===== config.mk =====
export PLATFORM = sky130hd
export DESIGN_NAME = crc24st_ctrl
export DESIGN_NICKNAME = d
export VERILOG_FILES = /design/src/design/crc24st_pkg.sv /design/src/design/crc24st_ctrl.sv
export SDC_FILE = /design/constraint.sdc
export NUM_CORES = 1
export LEC_CHECK = 0
export ABC_AREA = 1
export BUFFER_PORTS_ARGS = -buffer_cell sky130_fd_sc_hd__buf_2
export CORE_AREA = 2 2 39 41
export CTS_BUF_LIST = sky130_fd_sc_hd__clkbuf_4 sky130_fd_sc_hd__clkbuf_8
export DETAILED_ROUTE_END_ITERATION = 7
export DIE_AREA = 0 0 41 43
export PLACE_DENSITY = 0.56
export SETUP_SLACK_MARGIN = 0.15
export SLEW_MARGIN = 20
export SYNTH_ARGS = -nofsm -noshare
export SYNTH_HDL_FRONTEND = slang
export SYNTH_SLANG_ARGS = --single-unit

===== constraint.sdc =====
create_clock -name aclk -period 1.04 [get_ports aclk]
set_input_delay 0.052 -clock aclk [delete_from_list [all_inputs] [get_ports aclk]]
set_output_delay 0.052 -clock aclk [all_outputs]
set_load 0.03 [all_outputs]

===== src/design/crc24st_pkg.sv =====
// Shared types, field widths, request codes and the CRC-24 byte fold for the slot table.
`timescale 1ns / 1ps
`default_nettype none

package crc24st_pkg;

    // Field widths fixed by the stream formats
    localparam int REQ_W        = 2;
    localparam int KEY_BYTE_W   = 8;
    localparam int DATA_W       = 32;
    localparam int SLOT_INDEX_W = 31;
    localparam int COUNT_W      = 9;
    localparam int SLOT_OUT_W   = 8;
    localparam int CFG_W        = 9;
    localparam int S_TDATA_W    = 72;
    localparam int S_TUSER_W    = 3;
    localparam int M_TDATA_W    = 56;

    // OpenPGP CRC-24
    localparam int              CRC_W    = 24;
    localparam logic [CRC_W-1:0] CRC_INIT = 24'hB704CE;
    localparam logic [CRC_W-1:0] CRC_POLY = 24'h864CFB;

    // Reset value of the slot count register
    localparam logic [CFG_W-1:0] CFG_RESET = 9'd8;

    // Request codes
    localparam logic [REQ_W-1:0] REQ_PUT     = 2'd0;
    localparam logic [REQ_W-1:0] REQ_GET     = 2'd1;
    localparam logic [REQ_W-1:0] REQ_GET_IDX = 2'd2;
    localparam logic [REQ_W-1:0] REQ_NONE    = 2'd3;

    // Commands from the controller to the datapath
    typedef struct packed {
        logic take;         // a request is accepted this cycle
        logic fold_en;      // fold the key byte into the running CRC
        logic crc_reload;   // key finished: reload the CRC
        logic div_start;    // start the remainder unit
        logic div_use_idx;  // remainder of the slot index instead of the CRC
        logic mem_rd;       // read the addressed slot
        logic commit;       // write back a put and load the result register
        logic clr_wr;       // clearing pass: zero one slot
    } crc24st_cmd_t;

    // Status from the datapath to the controller
    typedef struct packed {
        logic clr_last;     // clearing pass is at its final slot
        logic div_done;     // remainder unit idle, remainder valid
        logic out_free;     // result register can take a new result
    } crc24st_sts_t;

    // Fold one byte into the CRC, most significant bit first
    function automatic logic [CRC_W-1:0] crc24_fold(input logic [CRC_W-1:0] crc,
                                                    input logic [KEY_BYTE_W-1:0] data_byte);
        logic [CRC_W-1:0] c;
        c = crc ^ {data_byte, 16'h0000};
        for (int b = 0; b < 8; b++) begin
            if (c[CRC_W-1]) begin
                c = {c[CRC_W-2:0], 1'b0} ^ CRC_POLY;
            end else begin
                c = {c[CRC_W-2:0], 1'b0};
            end
        end
        return c;
    endfunction

endpackage

`default_nettype wire


===== src/design/crc24st_ctrl.sv =====
// Controller: clearing pass, request decode and sequencing of the slot access.
`timescale 1ns / 1ps
`default_nettype none

module crc24st_ctrl (
    input  wire logic                          aclk,
    input  wire logic                          aresetn,
    input  wire logic                          s_tvalid,
    output logic                               s_tready,
    input  wire logic [crc24st_pkg::REQ_W-1:0] req_type,
    input  wire logic                          key_last,
    input  wire crc24st_pkg::crc24st_sts_t     sts,
    output crc24st_pkg::crc24st_cmd_t          cmd
);

    import crc24st_pkg::*;

    localparam logic [1:0] ST_CLEAR = 2'd0;
    localparam logic [1:0] ST_IDLE  = 2'd1;
    localparam logic [1:0] ST_DIV   = 2'd2;
    localparam logic [1:0] ST_RESP  = 2'd3;

    logic [1:0] state_reg, state_next;

    // Next state and commands
    always_comb begin
        state_next = state_reg;
        cmd        = '0;
        s_tready   = 1'b0;
        case (state_reg)
            ST_CLEAR: begin
                cmd.clr_wr = 1'b1;
                if (sts.clr_last) begin
                    state_next = ST_IDLE;
                end
            end
            ST_IDLE: begin
                s_tready = 1'b1;
                if (s_tvalid) begin
                    cmd.take = 1'b1;
                    if (req_type inside {REQ_PUT, REQ_GET}) begin
                        cmd.fold_en = 1'b1;
                        if (key_last) begin
                            cmd.crc_reload = 1'b1;
                            cmd.div_start  = 1'b1;
                            state_next     = ST_DIV;
                        end
                    end else if (req_type == REQ_GET_IDX) begin
                        cmd.div_start   = 1'b1;
                        cmd.div_use_idx = 1'b1;
                        state_next      = ST_DIV;
                    end
                end
            end
            ST_DIV: begin
                if (sts.div_done) begin
                    cmd.mem_rd = 1'b1;
                    state_next = ST_RESP;
                end
            end
            ST_RESP: begin
                if (sts.out_free) begin
                    cmd.commit = 1'b1;
                    state_next = ST_IDLE;
                end
            end
            default: begin
                state_next = ST_CLEAR;
            end
        endcase
    end

    always_ff @(posedge aclk) begin
        if (!aresetn) begin
            state_reg <= ST_CLEAR;
        end else begin
            state_reg <= state_next;
        end
    end

endmodule

`default_nettype wire


==> results.py, run 1 <==
metrics = {
    "layout": {
        "antenna_cells": 0,
        "syn2layout_area_growth_pct": 126,
        "nets": 88,
        "layout-drive-gt1-share": 0.699,
        "postLayoutCoreUtil": 0.449,
        "layout.cells.non_filler": 89,
        "largest_reg_flops": 2,
    },
    "yosys": {
        "synth-seq-cells": 2,
        "synth_warnings": 0,
        "syn_area_um2": 275,
        "syn-num-nets": 59,
        "synth_top_area_frac": 0.191,
        "synthCells": 46,
        "ys_seq_area_frac": 0.145,
        "syn_avg_cell_area_um2": 5.98,
        "yosys-top-cells-area": "inv_1, ha_1, nand2_1",
        "synthDistinctLibCells": 11,
        "yosys.area.top_type": "inv_1",
    },
    "sta": {
        "max_freq_mhz": 819,
        "timing.final.ws_setup_ps": -181,
        "finalCriticalPeriod_ps": 1220,
        "setup_viol": 10,
        "min_period_over_period": 1.17,
        "rsz0062_at_grt": "true",
        "skew_ps": 0.210,
        "slew_headroom": 0.906,
        "drv_slew": 0,
        "tightest_slew_ps": 140,
        "hold_viol": 0,
    },
    "worst_hold_path": {
        "holdPathStages": 3,
        "min_path_type": "in2reg",
    },
    "global_routing": {
        "overflow": 0,
        "grt_pass1_wl_um": 1190,
        "grt_max_degree": 5,
        "antenna_found_initial": 0,
        "track_usage": 0.0995,
        "first_global_vias": 328,
    },
    "placement": {
        "dp_cells": 83,
        "numPortBuffers": 17,
        "post-dp-hpwl_um": 510,
        "place_congestion": 0.631,
    },
    "clocking": {
        "numCtsBuffers": 3,
        "htree_levels": 1,
        "clock-sinks": 2,
        "clock-root-buffer": "clkbuf_4",
        "clock_latency_ps": 220,
        "clock_path_buffers": 2,
        "cts_tree": "done",
        "path_clk_slew_ps": 30,
    },
    "worst_setup_path": {
        "crit_slowest_cell": "dfxtp_2",
        "path_cells": "buf_6, ha_4, nand2_4, nor3_4, buf_6",
        "worst-endpoint-arrival_ps": 1170,
        "cp-end-kind": "output pin",
        "crit_buf_inv": 2,
        "criticalPathCategory": "reg2out",
        "crit_top_cell": "buf_6",
        "critPathMaxStageDelay_ps": 340,
        "cp_data_required_time_ps": 990,
        "crit_fanout": 4,
        "crit_path_start_kind": "flop",
        "cp.depth": 5,
        "worstRegToRegCells": 8,
        "cpLargestDelayFamily": "flip-flops",
    },
    "power": {
        "power.density_nw_per_um2": 2280,
        "peakVddDrop_mv": 0.895,
        "p_leak_uw": 0.000342,
        "total_power_uw": 1420,
    },
    "floorplanning": {
        "coreArea_um2": 1380,
        "rows": 14,
        "fp.dieW_um": 41,
        "chipHeight_um": 43,
        "io_pins": 18,
        "dieArea_um2": 1760,
        "start_util": 0.199,
    },
    "detailed_routing": {
        "first_pass_iters": 2,
        "drt_iter0_markers": 3,
        "wl_per_cell_um": 7.87,
        "drt_wl_total_um": 700,
        "drt-vias-per-instance": 4.06,
        "drcViolationCount": 0,
        "antenna_left": 0,
        "vias": 361,
    },
    "outcome": {
        "status": "finished with violations",
        "violations": "setup timing",
    },
    "flow_run": {
        "maxCapViolCount": 0,
    },
}
## layout by cell type (no fill, tap or decap), drive strengths merged
cell and count:
a21oi 2, nand3 2, inv 14, nor3 2, nand2 14, dfxtp 2, ha 4, buf 24
clkbuf 3, nor2 6
## power breakdown
part,switching (µW),internal (µW)
sequential,61.0,126
combinational,557,508
clock,40.1,127
## metal layers
metal | global-route usage | routed length (µm)
met1 | 0.100 | 250
met2 | 0.159 | 386
met3 | 0.0419 | 63
met4 | 0.0600 | 0
met5 | 0 | 0
## tightest hold or removal path: cells and delay by family
| kind | cells | cell delay (ps) |
|---|---|---|
| buffers and inverters | 1 | 100 |
| and+or+nand+nor | 2 | 80 |
## final timing paths
kind	slack, ps	start	to
worst min-delay path	50	aresetn	state_reg[1]$_SDFFE_PN0P_
worst max-delay path	-180	state_reg[0]$_SDFFE_PN0P_	cmd[3]
worst min register to register	650	state_reg[1]$_SDFFE_PN0P_	state_reg[1]$_SDFFE_PN0P_
worst max register to register	-120	state_reg[0]$_SDFFE_PN0P_	state_reg[1]$_SDFFE_PN0P_
## logic make-up after synthesis
| family | synth area share |
|---|---|
| and+or+nand+nor | 0.418 |
| AOI/OAI and AO/OA | 0.0636 |
| DFF | 0.145 |
| adders and majority gates | 0.182 |
| buffers and inverters | 0.191 |
## cells in the mapped netlist
cell and instances:
nand3_1 1, nand2_1 11, inv_1 14, nand2_2 3, nor2_4 1, dfxtp_1 2
a21oi_2 2, nor2_1 5, nand3_2 1, ha_1 4, nor3_1 2
## cell type report
cell class / instances / area (µm²)
multi-input cells: 30 / 285
clock buffers: 3 / 22.5
fillers: 140 / 762
flip-flops and latches: 2 / 45.0
inverters: 14 / 55.1
repair buffers: 24 / 194
well taps: 16 / 20.0
## repair_timing
action	4_1_cts	5_1_grt
setup buffers	2	1
gates cloned	0	0
pin swaps	8	3
gates resized for setup	20	8
hold buffers	0	0
endpoints found under the hold margin	0	0
endpoints found under the setup margin	11	11
## per-stage QoR
stage | instance area, µm² | TNS, ps | hold slack (ps) | setup slack (ps)
3_5_place_dp | 480 | -355 | 285 | -137
4_1_cts | 581 | -1400 | 55.0 | -185
6_report | 622 | -1320 | 55.0 | -181
5_1_grt | 622 | -1910 | 66.8 | -242
2_1_floorplan | 345 | -278 | 145 | -85.1
3_3_place_gp | 480 | -312 | 283 | -123
Power figures use the tool's default switching activity.
==> run 2, diff against run 1 <==
ABC_AREA = default   (was 1)
PLACE_DENSITY = 0.53   (was 0.56)
==> run 2 against run 1 <==
  * Synthesized cell count decreased by 33%
  * The flow still finishes with violations (setup timing)
  * Critical path depth is the same
  * Die area is the same
  * Total power shrank 14%
  * Fmax down 1.0%
  * Highest routed layer unchanged
  * Via count shrank 24%
  * Critical endpoint unchanged
==> results.py, run 2 <==
metrics = {
    "outcome": {
        "status": "finished with violations",
        "violations": "setup timing",
    },
    "sta": {
        "max_freq_mhz": 810,
        "rsz0062_at_grt": "true",
        "min_period_over_period": 1.19,
        "timing.final.ws_setup_ps": -194,
        "drv_slew": 0,
        "tightest_slew_ps": 219,
        "finalCriticalPeriod_ps": 1230,
        "setup_viol": 10,
        "hold_viol": 0,
        "skew_ps": 8.93,
        "slew_headroom": 0.854,
    },
    "global_routing": {
        "grt_pass1_wl_um": 993,
        "overflow": 0,
        "antenna_found_initial": 0,
        "track_usage": 0.0850,
        "first_global_vias": 272,
        "grt_max_degree": 6,
    },
    "worst_setup_path": {
        "r2r_setup_slack_ps": -160,
        "critPathMaxStageDelay_ps": 360,
        "criticalPathCategory": "reg2out",
        "crit_path_start_kind": "flop",
        "worst-endpoint-arrival_ps": 1180,
        "crit_fanout": 5,
        "cp-end-kind": "output pin",
        "crit_slowest_cell": "dfxtp_4",
        "r2r_start": "state_reg[1]$_SDFFE_PN0P_",
        "worstRegToRegCells": 6,
        "crit_buf_inv": 2,
        "path_cells": "buf_6, ha_4, nand2_8, nor2b_4, buf_6",
        "crit_top_cell": "buf_6",
        "cpLargestDelayFamily": "flip-flops",
        "r2r_end": "state_reg[0]$_SDFFE_PN0P_",
        "cp_data_required_time_ps": 990,
        "cp.depth": 5,
    },
    "layout": {
        "postLayoutCoreUtil": 0.419,
        "largest_reg_flops": 2,
        "final_common_cell": "buf_2",
        "syn2layout_area_growth_pct": 135,
        "layout.cells.non_filler": 70,
        "final_cell_mix": "buf_2, buf_6, clkbuf_4",
        "design_area_um2": 579,
        "layout-drive-gt1-share": 0.852,
        "nets": 68,
        "antenna_cells": 0,
    },
    "power": {
        "power.density_nw_per_um2": 2110,
        "internal-power_uw": 680,
        "sw_frac_of_total": 0.444,
        "p_clk_frac": 0.182,
        "p_leak_uw": 0.000245,
        "total_power_uw": 1220,
        "peakVddDrop_mv": 0.957,
        "p_sw_uw": 543,
        "pwr-share-seq": 0.139,
        "pwr-share-comb": 0.678,
    },
    "worst_hold_path": {
        "hold_end": "state_reg[1]$_SDFFE_PN0P_",
        "holdPathStages": 3,
        "min-delay-start": "aresetn",
        "min_path_type": "in2reg",
    },
    "placement": {
        "place_ws_ps": -143,
        "dp_cells": 65,
        "place_congestion": 0.738,
        "place_area_um2": 445,
        "numPortBuffers": 17,
    },
    "yosys": {
        "yosys.area.top_type": "ha_1",
        "synth_edf_count": 0,
        "ys.flop_type": "dfxtp_1",
        "syn-num-nets": 44,
        "synth_top_area_frac": 0.203,
        "yosys-top-cells-area": "ha_1, dfxtp_1, inv_1",
        "synth.top_cells.by_count": "inv_1, ha_1, nand2_1, nor2_1",
        "synthDistinctLibCells": 17,
        "synth_warnings": 0,
        "postSynth.asyncResetShare": 0,
        "synthCells": 31,
        "syn_area_um2": 246,
        "synth-seq-cells": 2,
        "yosysMostFrequentCell": "inv_1",
        "ys_seq_area_frac": 0.162,
        "syn_avg_cell_area_um2": 7.95,
    },
    "detailed_routing": {
        "antenna_left": 0,
        "vias": 276,
        "drt_wl_total_um": 575,
        "first_pass_iters": 1,
        "wl_per_cell_um": 8.21,
        "drt_iter0_markers": 0,
        "drt-vias-per-instance": 3.94,
        "drcViolationCount": 0,
    },
    "clocking": {
        "htree_levels": 1,
        "cts_hold_buf": 0,
        "clock-sinks": 2,
        "clock-root-buffer": "clkbuf_4",
        "path_clk_slew_ps": 40,
        "clock_path_buffers": 2,
        "numCtsBuffers": 3,
        "cts_tree": "done",
        "clock_latency_ps": 230,
    },
    "floorplanning": {
        "dieArea_um2": 1760,
        "start_util": 0.178,
        "coreArea_um2": 1380,
        "rows": 14,
        "io_pins": 18,
        "chipHeight_um": 43,
        "fp.dieW_um": 41,
    },
    "flow_run": {
        "maxCapViolCount": 0,
    },
}
## run 2: cell count changes after synthesis, sizes merged, moves of 2 or more
cell / change
nand3: -2
inv: -9
nor2: -3
nand2: -11
o21ai: +2
and2: +2
nor2b: +4
nor3: -2
## run 2: power by group through the flow
stage | clock network [µW] | registers, µW | logic, µW
after floorplan | 0 | 156 | 534
after global placement | 0 | 151 | 657
after CTS | 237 | 169 | 810
final | 223 | 171 | 830
after global routing | 252 | 174 | 904
after detailed placement | 0 | 152 | 660
## run 2: layout make-up
class                   count  area, µm²
inverters                   5       28.8
multi-input cells          24        303
clock buffers               4       30.0
well taps                  16       20.0
repair buffers             19        150
flip-flops and latches      2       47.5
fillers                   134        805
## run 2: worst register-to-register path: stages, from the launching register on
cell and delay (ps):
dfxtp_4 380, inv_4 60, ha_4 160, inv_2 60, o221ai_4 110, or2_0 240, a21boi_1 140
## run 2: logic make-up after synthesis
kind of cell / Yosys count / share of synthesized area
AO/OA/AOI/OAI: 5 / 0.183
adder cells (fa/ha/maj): 4 / 0.203
buffers and inverters: 5 / 0.0762
flip-flops: 2 / 0.162
multiplexers: 1 / 0.0406
AND/OR/NAND/NOR: 14 / 0.335
## run 2: worst max path at each step
stage	from	endpoint	slack [ps]
finish	state_reg[0]$_SDFFE_PN0P_	cmd[3]	-190
global route	state_reg[0]$_SDFFE_PN0P_	cmd[3]	-250
CTS	state_reg[0]$_SDFFE_PN0P_	cmd[5]	-210
detailed placement	state_reg[0]$_SDFFE_PN0P_	state_reg[0]$_SDFFE_PN0P_	-140
global placement	state_reg[0]$_SDFFE_PN0P_	state_reg[0]$_SDFFE_PN0P_	-130
floorplan	state_reg[1]$_SDFFE_PN0P_	state_reg[0]$_SDFFE_PN0P_	-90
## run 2: routing by layer
metal  part of all wire  up-vias  wire, µm  GRT usage
met4                  0        0         0     0.0600
met5                  0        -         0          0
met3              0.047        0        27     0.0314
met2               0.58        7       335      0.141
li1                   -      146         -          -
met1               0.37      123       212     0.0794
## run 2: metrics by stage
step | hold slack [ps] | setup TNS (ps)
floorplan | 145 | -145
global placement | 320 | -354
detailed placement | 325 | -370
CTS | 80.1 | -1560
global route | 92.0 | -1950
finish | 89.9 | -1400
## run 2: what timing repair did
item | 4_1_cts | 5_1_grt
endpoints found under the hold margin | 0 | 0
setup buffers | 1 | 0
endpoints found under the setup margin | 11 | 11
pin swaps | 5 | 5
gates resized for setup | 22 | 4
